--- src/hw/rtl/rrqs_pkg.sv ---
// Package for the round-robin quantum scheduler.
// Holds status and command codes, field widths and reset defaults.
// No dependencies.
package rrqs_pkg;

  localparam int NUM_SLOTS_DEFAULT = 16;
  localparam int PID_WIDTH_DEFAULT = 16;

  localparam int QUANTUM_WIDTH = 4;
  localparam int COUNT_WIDTH   = 4;
  localparam int STATUS_WIDTH  = 2;
  localparam int SLOT_OUT_WIDTH = 4;
  localparam int PID_OUT_WIDTH  = 16;
  localparam int REQ_WIDTH      = 8;

  localparam logic [QUANTUM_WIDTH-1:0] MAX_QUANTUM_RESET = 4'd10;
  localparam logic [QUANTUM_WIDTH-1:0] IDLE_QUANTUM      = 4'd1;
  localparam logic [COUNT_WIDTH-1:0]   COUNT_TOP         = 4'd15;

  localparam logic [STATUS_WIDTH-1:0] ST_OK   = 2'd0;
  localparam logic [STATUS_WIDTH-1:0] ST_FULL = 2'd1;
  localparam logic [STATUS_WIDTH-1:0] ST_NONE = 2'd2;

  localparam logic CMD_CREATE = 1'b0;
  localparam logic CMD_TICK   = 1'b1;

endpackage

--- src/hw/rtl/rrqs_ram.sv ---
// Generic single-write, single-read RAM with registered read data.
// Used for the scheduler slot table. No dependencies.
module rrqs_ram #(
  parameter int WIDTH = 8,
  parameter int DEPTH = 16
) (
  input  logic                     clk,
  input  logic                     we,
  input  logic [$clog2(DEPTH)-1:0] waddr,
  input  logic [WIDTH-1:0]         wdata,
  input  logic [$clog2(DEPTH)-1:0] raddr,
  output logic [WIDTH-1:0]         rdata
);

  logic [WIDTH-1:0] mem [DEPTH];

  always_ff @(posedge clk) begin
    if (we) begin
      mem[waddr] <= wdata;
    end
    rdata <= mem[raddr];
  end

endmodule

--- src/hw/rtl/round_robin_quantum_scheduler.sv ---
// Top level of the round-robin quantum scheduler.
// Depends on rrqs_pkg and rrqs_ram.

// A command is taken when start is high and busy is low; exactly one result
// word follows, shown for one cycle with out_valid high, and the receiver
// cannot stall it. A create looks for the first free slot by checking one
// slot per cycle, and answers table-full if none is free. A tick with no
// task yet answers without a RAM read; a tick that keeps the current task
// does one slot-table RAM read; a tick that moves on also runs the
// one-slot-per-cycle round-robin scan plus a second RAM read of the chosen
// slot. The result appears on the cycle after the last step. max_quantum is
// written through cfg_wr_en/cfg_wr_data; the user must write it only while
// the block is idle, which the block itself does not enforce.
module round_robin_quantum_scheduler #(
  parameter int NUM_SLOTS = rrqs_pkg::NUM_SLOTS_DEFAULT,
  parameter int PID_WIDTH = rrqs_pkg::PID_WIDTH_DEFAULT
) (
  input  logic                                  clk,
  input  logic                                  rst_n,
  input  logic                                  start,
  output logic                                  busy,
  input  logic                                  in_cmd,
  input  logic [rrqs_pkg::REQ_WIDTH-1:0]        in_time_slot,
  output logic                                  out_valid,
  output logic [rrqs_pkg::STATUS_WIDTH-1:0]     out_status,
  output logic [rrqs_pkg::SLOT_OUT_WIDTH-1:0]   out_slot_index,
  output logic [rrqs_pkg::PID_OUT_WIDTH-1:0]    out_task_pid,
  input  logic                                  cfg_wr_en,
  input  logic [rrqs_pkg::QUANTUM_WIDTH-1:0]    cfg_wr_data
);

  localparam int SW = $clog2(NUM_SLOTS);
  localparam int QW = rrqs_pkg::QUANTUM_WIDTH;
  localparam int CW = rrqs_pkg::COUNT_WIDTH;
  localparam int EW = PID_WIDTH + QW + CW;
  localparam logic [SW-1:0] LAST_SLOT = SW'(NUM_SLOTS - 1);

  localparam logic [2:0] S_IDLE   = 3'd0;
  localparam logic [2:0] S_CSCAN  = 3'd1;
  localparam logic [2:0] S_TCHK   = 3'd2;
  localparam logic [2:0] S_TSCAN  = 3'd3;
  localparam logic [2:0] S_TWR    = 3'd4;

  logic [2:0]           state_r, state_nxt;
  logic [NUM_SLOTS-1:0] active_r, active_nxt;
  logic [SW-1:0]        cur_r, cur_nxt;
  logic                 have_cur_r, have_cur_nxt;
  logic [PID_WIDTH-1:0] next_pid_r, next_pid_nxt;
  logic [QW-1:0]        max_q_r;
  logic [SW-1:0]        idx_r, idx_nxt;
  logic [SW-1:0]        cnt_r, cnt_nxt;
  logic [QW-1:0]        req_q_r, req_q_nxt;

  logic                                out_valid_r, out_valid_nxt;
  logic [rrqs_pkg::STATUS_WIDTH-1:0]   out_status_r, out_status_nxt;
  logic [rrqs_pkg::SLOT_OUT_WIDTH-1:0] out_slot_r, out_slot_nxt;
  logic [rrqs_pkg::PID_OUT_WIDTH-1:0]  out_pid_r, out_pid_nxt;

  logic          ram_we;
  logic [SW-1:0] ram_waddr, ram_raddr;
  logic [EW-1:0] ram_wdata, ram_rdata;

  logic [PID_WIDTH-1:0] rd_pid;
  logic [QW-1:0]        rd_q;
  logic [CW-1:0]        rd_cnt;
  logic [SW-1:0]        idx_inc;
  logic [SW-1:0]        cur_inc;
  logic                 accept;

  rrqs_ram #(
    .WIDTH(EW),
    .DEPTH(NUM_SLOTS)
  ) u_table (
    .clk  (clk),
    .we   (ram_we),
    .waddr(ram_waddr),
    .wdata(ram_wdata),
    .raddr(ram_raddr),
    .rdata(ram_rdata)
  );

  // Slot 0 is the idle task: pid 0 and quantum 1 regardless of the table.
  // When ram_rdata is used (S_TCHK, S_TWR), idx_r names the entry it holds.
  assign rd_pid  = (idx_r == '0) ? '0 : ram_rdata[EW-1:QW+CW];
  assign rd_q    = (idx_r == '0) ? rrqs_pkg::IDLE_QUANTUM : ram_rdata[QW+CW-1:CW];
  assign rd_cnt  = ram_rdata[CW-1:0];
  assign idx_inc = (idx_r == LAST_SLOT) ? '0 : idx_r + 1'b1;
  assign cur_inc = (cur_r == LAST_SLOT) ? '0 : cur_r + 1'b1;
  assign accept  = start && !busy;

  always_comb begin
    state_nxt      = state_r;
    active_nxt     = active_r;
    cur_nxt        = cur_r;
    have_cur_nxt   = have_cur_r;
    next_pid_nxt   = next_pid_r;
    idx_nxt        = idx_r;
    cnt_nxt        = cnt_r;
    req_q_nxt      = req_q_r;
    out_valid_nxt  = 1'b0;
    out_status_nxt = out_status_r;
    out_slot_nxt   = out_slot_r;
    out_pid_nxt    = out_pid_r;
    ram_we         = 1'b0;
    ram_waddr      = idx_r;
    ram_wdata      = '0;
    ram_raddr      = idx_r;

    case (state_r)
      S_IDLE: begin
        if (accept) begin
          if (in_cmd == rrqs_pkg::CMD_CREATE) begin
            req_q_nxt = (in_time_slot > rrqs_pkg::REQ_WIDTH'(max_q_r)) ?
                        max_q_r : in_time_slot[QW-1:0];
            idx_nxt   = '0;
            state_nxt = S_CSCAN;
          end else if (!have_cur_r) begin
            out_valid_nxt  = 1'b1;
            out_status_nxt = rrqs_pkg::ST_NONE;
            out_slot_nxt   = '0;
            out_pid_nxt    = '0;
          end else begin
            ram_raddr = cur_r;
            idx_nxt   = cur_r;
            state_nxt = S_TCHK;
          end
        end
      end

      S_CSCAN: begin
        if (!active_r[idx_r]) begin
          ram_we              = 1'b1;
          ram_waddr           = idx_r;
          ram_wdata           = {next_pid_r, req_q_r, CW'(0)};
          active_nxt[idx_r]   = 1'b1;
          next_pid_nxt        = next_pid_r + 1'b1;
          if (!have_cur_r) begin
            have_cur_nxt = 1'b1;
            cur_nxt      = idx_r;
          end
          out_valid_nxt  = 1'b1;
          out_status_nxt = rrqs_pkg::ST_OK;
          out_slot_nxt   = rrqs_pkg::SLOT_OUT_WIDTH'(idx_r);
          out_pid_nxt    = rrqs_pkg::PID_OUT_WIDTH'(next_pid_r);
          state_nxt      = S_IDLE;
        end else if (idx_r == LAST_SLOT) begin
          out_valid_nxt  = 1'b1;
          out_status_nxt = rrqs_pkg::ST_FULL;
          out_slot_nxt   = '0;
          out_pid_nxt    = '0;
          state_nxt      = S_IDLE;
        end else begin
          idx_nxt = idx_inc;
        end
      end

      S_TCHK: begin
        // ram_rdata holds the current slot's entry
        if (rd_cnt < CW'(rd_q) && active_r[cur_r]) begin
          ram_we         = 1'b1;
          ram_waddr      = cur_r;
          ram_wdata      = {ram_rdata[EW-1:CW],
                            (rd_cnt < rrqs_pkg::COUNT_TOP) ? rd_cnt + 1'b1 : rd_cnt};
          out_valid_nxt  = 1'b1;
          out_status_nxt = rrqs_pkg::ST_OK;
          out_slot_nxt   = rrqs_pkg::SLOT_OUT_WIDTH'(cur_r);
          out_pid_nxt    = rrqs_pkg::PID_OUT_WIDTH'(rd_pid);
          state_nxt      = S_IDLE;
        end else begin
          idx_nxt   = cur_inc;
          cnt_nxt   = '0;
          state_nxt = S_TSCAN;
        end
      end

      S_TSCAN: begin
        if (idx_r != cur_r && idx_r != '0 && active_r[idx_r]) begin
          ram_raddr = idx_r;
          state_nxt = S_TWR;
        end else if (cnt_r == LAST_SLOT) begin
          // nothing else runnable: stay on current if active, else fall to idle
          idx_nxt   = active_r[cur_r] ? cur_r : '0;
          ram_raddr = idx_nxt;
          state_nxt = S_TWR;
        end else begin
          idx_nxt = idx_inc;
          cnt_nxt = cnt_r + 1'b1;
        end
      end

      S_TWR: begin
        // newly chosen: count restarts at zero, then this tick adds one
        ram_we         = 1'b1;
        ram_waddr      = idx_r;
        ram_wdata      = {rd_pid, rd_q, CW'(1)};
        cur_nxt        = idx_r;
        out_valid_nxt  = 1'b1;
        out_status_nxt = rrqs_pkg::ST_OK;
        out_slot_nxt   = rrqs_pkg::SLOT_OUT_WIDTH'(idx_r);
        out_pid_nxt    = rrqs_pkg::PID_OUT_WIDTH'(rd_pid);
        state_nxt      = S_IDLE;
      end

      default: begin
        state_nxt = S_IDLE;
      end
    endcase
  end

  always_ff @(posedge clk) begin
    if (!rst_n) begin
      state_r     <= S_IDLE;
      active_r    <= NUM_SLOTS'(1);
      cur_r       <= '0;
      have_cur_r  <= 1'b0;
      next_pid_r  <= PID_WIDTH'(1);
      max_q_r     <= rrqs_pkg::MAX_QUANTUM_RESET;
      out_valid_r <= 1'b0;
    end else begin
      state_r     <= state_nxt;
      active_r    <= active_nxt;
      cur_r       <= cur_nxt;
      have_cur_r  <= have_cur_nxt;
      next_pid_r  <= next_pid_nxt;
      out_valid_r <= out_valid_nxt;
      if (cfg_wr_en) begin
        max_q_r <= cfg_wr_data;
      end
    end
  end

  always_ff @(posedge clk) begin
    idx_r        <= idx_nxt;
    cnt_r        <= cnt_nxt;
    req_q_r      <= req_q_nxt;
    out_status_r <= out_status_nxt;
    out_slot_r   <= out_slot_nxt;
    out_pid_r    <= out_pid_nxt;
  end

  assign busy           = (state_r != S_IDLE);
  assign out_valid      = out_valid_r;
  assign out_status     = out_status_r;
  assign out_slot_index = out_slot_r;
  assign out_task_pid   = out_pid_r;

`ifndef NO_ASSERTIONS
  // the idle slot never leaves the table
  a_idle_slot_active: assert property (@(posedge clk) disable iff (!rst_n)
    active_r[0])
    else $error("idle slot lost its active bit");

  // a full table answers with slot 0 and pid 0
  a_full_word: assert property (@(posedge clk) disable iff (!rst_n)
    out_valid && out_status == rrqs_pkg::ST_FULL |-> out_slot_index == '0 && out_task_pid == '0)
    else $error("table-full word carries a slot or pid");

  // a current task only appears through a create
  a_first_current: assert property (@(posedge clk) disable iff (!rst_n)
    $rose(have_cur_r) |-> $past(state_r) == S_CSCAN)
    else $error("current task set outside a create");

  // a tick's scan only runs once a current task exists
  a_scan_has_current: assert property (@(posedge clk) disable iff (!rst_n)
    state_r == S_TCHK || state_r == S_TSCAN || state_r == S_TWR |-> have_cur_r)
    else $error("tick scan without a current task");
`endif

endmodule
--- config.mk ---
export PLATFORM = sky130hd
export DESIGN_NAME = round_robin_quantum_scheduler
export DESIGN_NICKNAME = d
export VERILOG_FILES = /design/src/hw/rtl/rrqs_pkg.sv /design/src/hw/rtl/rrqs_ram.sv /design/src/hw/rtl/round_robin_quantum_scheduler.sv
export SDC_FILE = /design/constraint.sdc
export NUM_CORES = 1
export LEC_CHECK = 0
export BUFFER_PORTS_ARGS = -buffer_cell sky130_fd_sc_hd__buf_2
export CAP_MARGIN = 10
export CORE_UTILIZATION = 50
export DETAILED_ROUTE_END_ITERATION = 8
export GPL_ROUTABILITY_DRIVEN = 0
export PLACE_DENSITY_LB_ADDON = 0.12
export SLEW_MARGIN = 20
export SYNTH_ARGS = -nofsm -noshare
export SYNTH_HDL_FRONTEND = slang
export SYNTH_SLANG_ARGS = --single-unit
--- constraint.sdc ---
create_clock -name clk -period 5.2 [get_ports clk]
set_input_delay 0.78 -clock clk [delete_from_list [all_inputs] [get_ports clk]]
set_output_delay 0.78 -clock clk [all_outputs]
set_load 0.01 [all_outputs]
## Yosys cells after proc, flatten, opt, wreduce, memory -nomap -nowiden

Memory sizes are Yosys's and may differ from the RTL's. A register that Yosys moved wholly into a read port is not among the register bits.
Index checks and enable logic that the tools add are counted.

- Bits in registers: 79
- RAM bits: 384
- Memories kept: 1

- $add $sub $neg: 5
- $lt $le $gt $ge: 6
- Equality and inequality tests: 21
- Muxes and demuxes: 79
- Bitwise gates (word level): 3
- Reduce and logical (&&, ||, !) cells: 21

Memory list:

| memory | depth | width | rd ports | clocked after memory_dff | wr ports | RTL line | source |
|---|---|---|---|---|---|---|---|
| u_table.mem | 16 | 24 | 1 | 1 | 1 | rrqs_ram.sv:15 | `logic [WIDTH-1:0] mem [DEPTH];` |

Operators with widths:

| kind | number |
|---|---|
| two-way mux 4 bit | 30 |
| two-way mux 16 bit | 7 |
| one-hot mux 24 bit (3 select lines) | 1 |
| one-hot mux 16 bit (4 select lines) | 1 |
| two-way mux 24 bit | 2 |
| one-hot mux 4 bit (4 select lines) | 2 |
| one-hot mux 4 bit (2 select lines) | 3 |
| two-way mux 3 bit | 7 |
| inequality test 2 bit (second input constant) | 10 |
| adder 16 x 1 -> 16 bit (second input constant) | 1 |
| adder 4 x 1 -> 4 bit (second input constant) | 4 |
| bitwise OR 16 bit | 1 |
| two-way mux 2 bit | 7 |
| equality test 4 bit (second input constant) | 3 |
| two-way mux 1 bit | 12 |
| one-hot mux 3 bit (4 select lines) | 1 |
| AND reduction 6 bit | 2 |
| nonzero test 4 bit | 3 |
| < comparator 4 x 5 -> 1 bit (second input constant) | 2 |
| inequality test 3 bit (second input constant) | 3 |
| binary-select mux 1 bit (select 4 bit) | 2 |
| greater-than comparator 8 x 4 -> 1 bit | 1 |
| one-hot mux 2 bit (4 select lines) | 1 |
| AND reduction 4 bit | 2 |
| other kinds (19) | 27 |

## Depth between registers and ports, before layout

Gate-level depths: netlist of run 1.

- Depth after elaboration: 8
- Gate-level depth with buffers: 14
- Depth with buffers taken out: 11

## Hierarchy

A second synthesis of run 1 with hierarchy kept.

- Cells, all modules: 1,094
- Area total of the unflattened synthesis: 19,434.9 um^2

By module, submodules not included:

| module | times used | cells an instance | area an instance (um^2) |
|---|---|---|---|
| rrqs_ram | 1 | 636 | 14,930.6 |
| round_robin_quantum_scheduler | 1 | 458 | 4,504.3 |

## Least setup slack after synthesis of run 1

OpenSTA, ideal clock, no wires.

- Path type: register to register
- From: register idx_r[0]
- To: memory u_table.mem[9][0] (netlist name) (enable)
- Arrival: 3,856 ps
- Setup slack: 939 ps
- Stages on the path, launching flop included: 14
- Buffers on the path: 2
- Clock period less this slack: 4,261 ps
- Path through: edfxtp_1 -> buf_4 -> clkinv_1 -> ha_1 -> nand2_1 -> nand2_1 -> ha_1 -> a21o_1 -> a21o_1 -> a2111o_1 -> clkbuf_1 -> nor2_1 -> a22oi_1 -> nor2_1

- Longest elaborated chain between the ends: 8

Ends and longest elaborated chain:

| item | RTL line | source |
|---|---|---|
| start: declaration | round_robin_quantum_scheduler.sv:50 | `logic [SW-1:0] idx_r, idx_nxt;` |
| start signal: assignment | round_robin_quantum_scheduler.sv:233 | `idx_r <= idx_nxt;` |
| zero test 4 bit | round_robin_quantum_scheduler.sv:85 | `assign rd_q = (idx_r == '0) ? rrqs_pkg::IDLE_QUANTUM : ram_rdata[QW+CW-1:CW];` |
| two-way mux 4 bit | round_robin_quantum_scheduler.sv:85 |  |
| < comparator 4 bit | round_robin_quantum_scheduler.sv:159 | `if (rd_cnt < CW'(rd_q) && active_r[cur_r]) begin` |
| logical AND 1 bit | round_robin_quantum_scheduler.sv:159 |  |
| two-way mux 1 bit | round_robin_quantum_scheduler.sv:159 |  |
| one-hot mux 1 bit (3 select lines) | round_robin_quantum_scheduler.sv:109 | `case (state_r)` |
| two-way mux 1 bit | rrqs_ram.sv:18 | `if (we) begin` |
| two-way mux 1 bit (implied by the code) | rrqs_ram.sv:19 | `mem[waddr] <= wdata;` |
| end: declaration | rrqs_ram.sv:15 |  |

Several ways; a longest one is shown, not always the timed one. The select of a mux whose other input is x is not followed.

## Final worst setup path of run 1

- From: register idx_r[1]
- To: memory u_table.mem[8][2] (netlist name) (enable)

Same word-level chain as after synthesis.

==> impl_metrics.ini, run 1 <==
[worst_setup_path]
reg2reg_setup_slack_ns = 0.61
slowest_stage = nor2_4
worstPathCellList = clkinv_1 > ha_1 > nand2_1 > nand2_1 > ha_1 > a21o_1 > a21o_1 > a2111o_1 > nor2_1 > a22oi_1 > nor2_4
criticalPathCategory = flop to flop
cp_max_fo = 24
end_kind = flop
cp_top_family = simple AND/OR/NAND/NOR gates
crit_buf_inv = 1
cpPeakStageDelay_ns = 0.90
crit_cells = 11
required_ns = 5.41
cp-start-kind = flop
r2r_cells = 11
cp.arrival_ns = 4.80

[global_routing]
overflow = 0
grt_pass1_wl_mm = 78.10
grt_max_degree = 67
track_usage_pct = 25.05
antenna_found_initial = 0
grt_pass1_vias = 12520

[finish]
final_common_cell = edfxtp_1
syn2layout_area_growth_pct = 13.68
layout_common_cells = 418 x edfxtp_1, 142 x o211ai_1, 84 x inv_1
utilization_pct = 57.72
num-nets-final = 1553
finish.instance_area_mm2 = 0.02362
final.fill_count = 3234
stdcell_count = 2092
antennaDiodeCount = 0
drive_gt1_share_pct = 18.85

[placement]
placed_area_mm2 = 0.02186
dp_cells = 1998
portBuffers = 40
place_ws_ns = 0.6287
dpl.hpwl_mm = 31.26

[clock_tree]
cts.reportedPaths.clkPinSlew_ns = 0.07
clk_path_buf_depth = 3
cts_sinks = 487
htree_levels = 2
post_cts_buffers = 0
cts_buffers = 51
cts_tree = built
clock-root-buffer = clkbuf_16
hold_buffers = 0
ctsResizeCount = 0
clkLatencyLatePin_ns = 0.61

[yosys]
syn_area_mm2 = 0.02078
syn_nets = 1504
syn_avg_cell_area_um2 = 14.12
synth_flop_cell = edfxtp_1
syn_inst = 1472
synth-seq-cells = 487
synth_edf_count = 418
ys_seq_area_share_pct = 67.06
yosys_warnings = 0
ys_async_sr_fraction_pct = 0
synth_cell_types = 74

[power]
ir_drop_mv = 0.3767
leakage_nw = 7.939
finalPower_mw = 11.02
p_per_area_mw_per_mm2 = 466.4

[die]
initial_utilization_pct = 50.77
io_pins = 41
dieArea_mm2 = 0.04238
die_h_um = 205.9
die_x_um = 205.9
core_area_mm2 = 0.04092
rows = 74

[drt]
drt_iter0_drc = 1218
dr.pass1.iters = 6
wl_per_cell_um = 24.77
wl_mm = 51.82
drc = 0
via_per_inst = 6.087
vias = 12740
ant_nets = 0

[worst_hold_path]
hold_class = input pin to flop
holdPathStages = 3

[sta]
rsz0062_at_grt = false
relSlewSlack_pct = 28.73
hold_viol = 0
worst_pin_slew_ns = 1.067
finClkSkew_ns = 0.02382
fin_ws_ns = 0.6134
fin_crit_ns = 4.587
fmax_ghz = 0.2180
whs_ns = 0.4066
setup_tns_ns = 0
setup_viol = 0
period_share_pct = 88.20
slew_viol_final = 0

[run_status]
outcome = finished clean

[job]
maxCapViolCount = 0
synthesized netlist by cell type, types with 10 or more instances:
library cell | count | area [um^2]
edfxtp_1 | 418 | 12550
o211ai_1 | 142 | 1066
inv_1 | 84 | 315.3
o21ai_0 | 83 | 415.4
mux2_2 | 82 | 923.4
nor2_1 | 75 | 281.5
dfxtp_1 | 69 | 1381
mux2i_1 | 66 | 660.6
clkbuf_1 | 47 | 176.4
a22o_1 | 36 | 315.3
nand2_1 | 36 | 135.1
buf_2 | 32 | 160.2
o2111ai_1 | 24 | 210.2
nand3_1 | 23 | 115.1
a31oi_1 | 22 | 137.6
a21oi_1 | 20 | 100.1
ha_1 | 15 | 187.7
mux2_1 | 13 | 146.4
o21ai_1 | 12 | 60.06
xnor2_1 | 10 | 87.58
area by class of cell:
type                            instances  area (um^2)  area share, %
Timing Repair Buffer                   92        726.9          3.077
Clock inverter                         22        292.8          1.239
Inverter                               86        322.8          1.367
Sequential cell                       487        13930          58.99
Clock buffer                           70         1428          6.044
Multi-Input combinational cell        803         6252          26.47
Tap cell                              532        665.6          2.818
power by group:
| part | total, mW | switching, mW | internal, mW |
|---|---|---|---|
| registers | 4.69 | 0.186 | 4.51 |
| clock network | 3.73 | 1.51 | 2.22 |
| logic | 2.60 | 1.62 | 0.971 |
| total | 11.0 | 3.32 | 7.70 |
state kept, by name (all words and copies together), names as in the netlist, 2 cells and up:
register        flops
max_q_r             4
state_r             3
cnt_r               4
out_slot_index      4
active_r           16
idx_r               4
out_task_pid       16
next_pid_r         16
out_status          2
req_q_r             4
u_table.rdata      24
cur_r               4
u_table.mem       384
logic make-up (layout without fill, tap and decap cells):
| logic type | count (synthesis) | in the layout | synth area share [%] |
|---|---|---|---|
| flops | 487 | 487 | 67.06 |
| compound gates | 410 | 410 | 14.19 |
| simple gates | 196 | 196 | 4.655 |
| buf+inv | 182 | 270 | 3.788 |
| mux | 165 | 165 | 8.689 |
| xor+xnor | 17 | 17 | 0.7166 |
| fa+ha+maj | 15 | 15 | 0.9032 |
worst reg2reg max path, cell delays in order (launching register included):
cell	delay, ns
edfxtp_1	0.59
clkinv_1	0.36
ha_1	0.37
nand2_1	0.17
nand2_1	0.08
ha_1	0.27
a21o_1	0.16
a21o_1	0.18
a2111o_1	0.62
nor2_1	0.22
a22oi_1	0.28
nor2_4	0.90
layer usage:
metal  part of all wire, %  vias up  GRT usage (%)
li1                      -     5848              -
met1                    45     6347          35.69
met2                    46      447          38.25
met3                   6.9       93          5.440
met4                   2.8        0          8.062
met5                     0        -              0
final timing paths:
check,from,end
max,idx_r[1],u_table.mem[8][2]
min,cfg_wr_data[3],max_q_r[3]
max reg2reg,idx_r[1],u_table.mem[8][2]
min reg2reg,active_r[0],active_r[0]
(Power assumes the default switching activity.)
==> run 2: changes to the inputs <==
--- a/config.mk
+++ b/config.mk
@@ -5,11 +5,13 @@
 export SDC_FILE = /design/constraint.sdc
 export NUM_CORES = 1
 export LEC_CHECK = 0
+export ABC_CLOCK_PERIOD_IN_PS = 5200
 export BUFFER_PORTS_ARGS = -buffer_cell sky130_fd_sc_hd__buf_2
 export CAP_MARGIN = 10
-export CORE_UTILIZATION = 50
+export CORE_UTILIZATION = 35
 export DETAILED_ROUTE_END_ITERATION = 8
 export GPL_ROUTABILITY_DRIVEN = 0
+export MAX_ROUTING_LAYER = met4
 export PLACE_DENSITY_LB_ADDON = 0.12
 export SLEW_MARGIN = 20
 export SYNTH_ARGS = -nofsm -noshare
==> run 2 against run 1 <==
Sequential share of layout area decreased by 1.3 points. Sequential cell count unchanged. Global-route usage decreased by 5.6 points. Hold slack got worse by 0.015 ns. Fmax increased by 0.28%. Critical endpoint is now u_table.mem[2][7].
==> impl_metrics.ini, run 2 (synthesized netlist as in run 1, its figures left out) <==
[finish]
seqCellArea_mm2 = 0.01393
drive_gt1_share_pct = 19.90
layout_common_cells = 418 x edfxtp_1, 142 x o211ai_1, 84 x inv_1
largest-register = u_table.mem
stdcell_count = 2343
final.fill_count = 5319
multi_input_area_mm2 = 0.006260
num-nets-final = 1564
final_common_cell = edfxtp_1
syn2layout_area_growth_pct = 16.33
antennaDiodeCount = 0
largest_reg_flops = 384
biggestRegsByFlops = u_table.mem: 384 flops, u_table.rdata: 24 flops

[sta]
setup_viol = 0
finClkSkew_ns = 0.01591
fin_ws_ns = 0.6263
rsz0062_at_grt = false
hold_viol = 0
period_share_pct = 87.96
worst_pin_slew_ns = 0.9448
fin_crit_ns = 4.574
slew_viol_final = 0
fmax_ghz = 0.2186
relSlewSlack_pct = 35.21
setup_tns_ns = 0

[drt]
drt_iter0_drc = 1042
wl_per_cell_um = 24.06
vias = 12870
drc = 0
wl_mm = 56.38
dr.pass1.iters = 5
ant_nets = 0
via_per_inst = 5.494

[worst_setup_path]
cp.arrival_ns = 4.93
cp_max_fo = 16
end_kind = flop
worstSetupStartpoint = idx_r[1]
criticalPathCategory = flop to flop
cp-start-kind = flop
rr_startpoint = idx_r[1]
required_ns = 5.56

[global_routing]
track_usage_pct = 19.40
grt_max_degree = 71
grt_pass1_vias = 12710
grt_pass1_wl_mm = 84.17
antenna_found_initial = 0
overflow = 0

[die]
core_area_mm2 = 0.05814
rows = 88
die_h_um = 245.7
dieArea_mm2 = 0.06035
io_pins = 41
initial_utilization_pct = 35.74
die_x_um = 245.7

[clock_tree]
post_cts_buffers = 0
cts_buffers = 55
htree_levels = 2
clk_path_buf_depth = 3
clock-root-buffer = clkbuf_16
clkLatencyLatePin_ns = 0.61
cts_sinks = 487
ctsResizeCount = 0
cts.reportedPaths.clkPinSlew_ns = 0.06
cts_tree = built
hold_buffers = 0

[placement]
portBuffers = 40
place_ws_ns = 0.6640
dp_cells = 2240
dpl.hpwl_mm = 34.05

[worst_hold_path]
min_from = cfg_wr_data[1]
hold_class = input pin to flop

[run_status]
outcome = finished clean

[power]
ir_drop_mv = 0.2363
p_per_area_mw_per_mm2 = 470.7
leakage_nw = 8.076

[job]
maxCapViolCount = 0
==> run 2: cell types whose count changed in the layout (fill, tap and decap cells not counted), sizes merged <==
cell | before | now
buf | 92 | 99
clkbuf | 70 | 80
clkinv | 14 | 12
clkinvlp | 2 | 4
inv | 86 | 87
==> run 2: layer usage <==
metal  vias up  wire length, um  global-route usage, %
met5         -                0                      -
li1       5859                -                      -
met2       381            25590                  29.25
met1      6545            26470                  26.94
met4         0             1145                  5.042
met3        87             3176                  3.416
==> run 2: path summary, 6_finish.rpt <==
kind	endpoint	slack, ns	cells after the start
worst max-delay path	u_table.mem[2][7]	0.63	12
worst min-delay path	max_q_r[1]	0.39	3
worst max register to register	u_table.mem[2][7]	0.63	12
worst min register to register	active_r[0]	0.49	1
==> run 2: layout make-up <==
class,instances,area share [%]
sequential,487,57.64
multi-input combinational,803,25.90
inverter,86,1.335
clock buffer,80,6.662
timing repair buffer,99,3.282
clock inverter,23,1.222
tap,765,3.960
==> run 2: stage by stage <==
step	power [mW]	util, %	area, um^2	hold WS (ns)
6_report	11.38	41.58	24170	0.3917
5_1_grt	11.88	41.58	24170	0.3736
4_1_cts	11.49	41.58	24170	0.3594
3_5_place_dp	7.430	38.30	22270	0.4639
3_3_place_gp	7.419	38.29	22260	0.4779
2_1_floorplan	6.462	-	20780	0.4354
==> run 2: critical path, stage by stage (launching register included) <==
cell and delay [ns]:
edfxtp_1 0.57, clkinv_1 0.37, ha_1 0.39, nand2_1 0.18, nand2_1 0.08, ha_1 0.28, a21o_1 0.15, a21o_1 0.18
a2111o_1 0.62, and3_1 0.28, a21oi_1 0.68, nor2_4 0.25, buf_12 0.26
==> run 2: where the power goes <==
part | internal (mW) | leakage (nW) | total [mW] | switching, mW
registers | 4.51 | 4.31 | 4.71 | 0.200
logic | 0.983 | 2.84 | 2.63 | 1.65
clock network | 2.45 | 0.923 | 4.04 | 1.60
total | 7.94 | 8.08 | 11.4 | 3.44
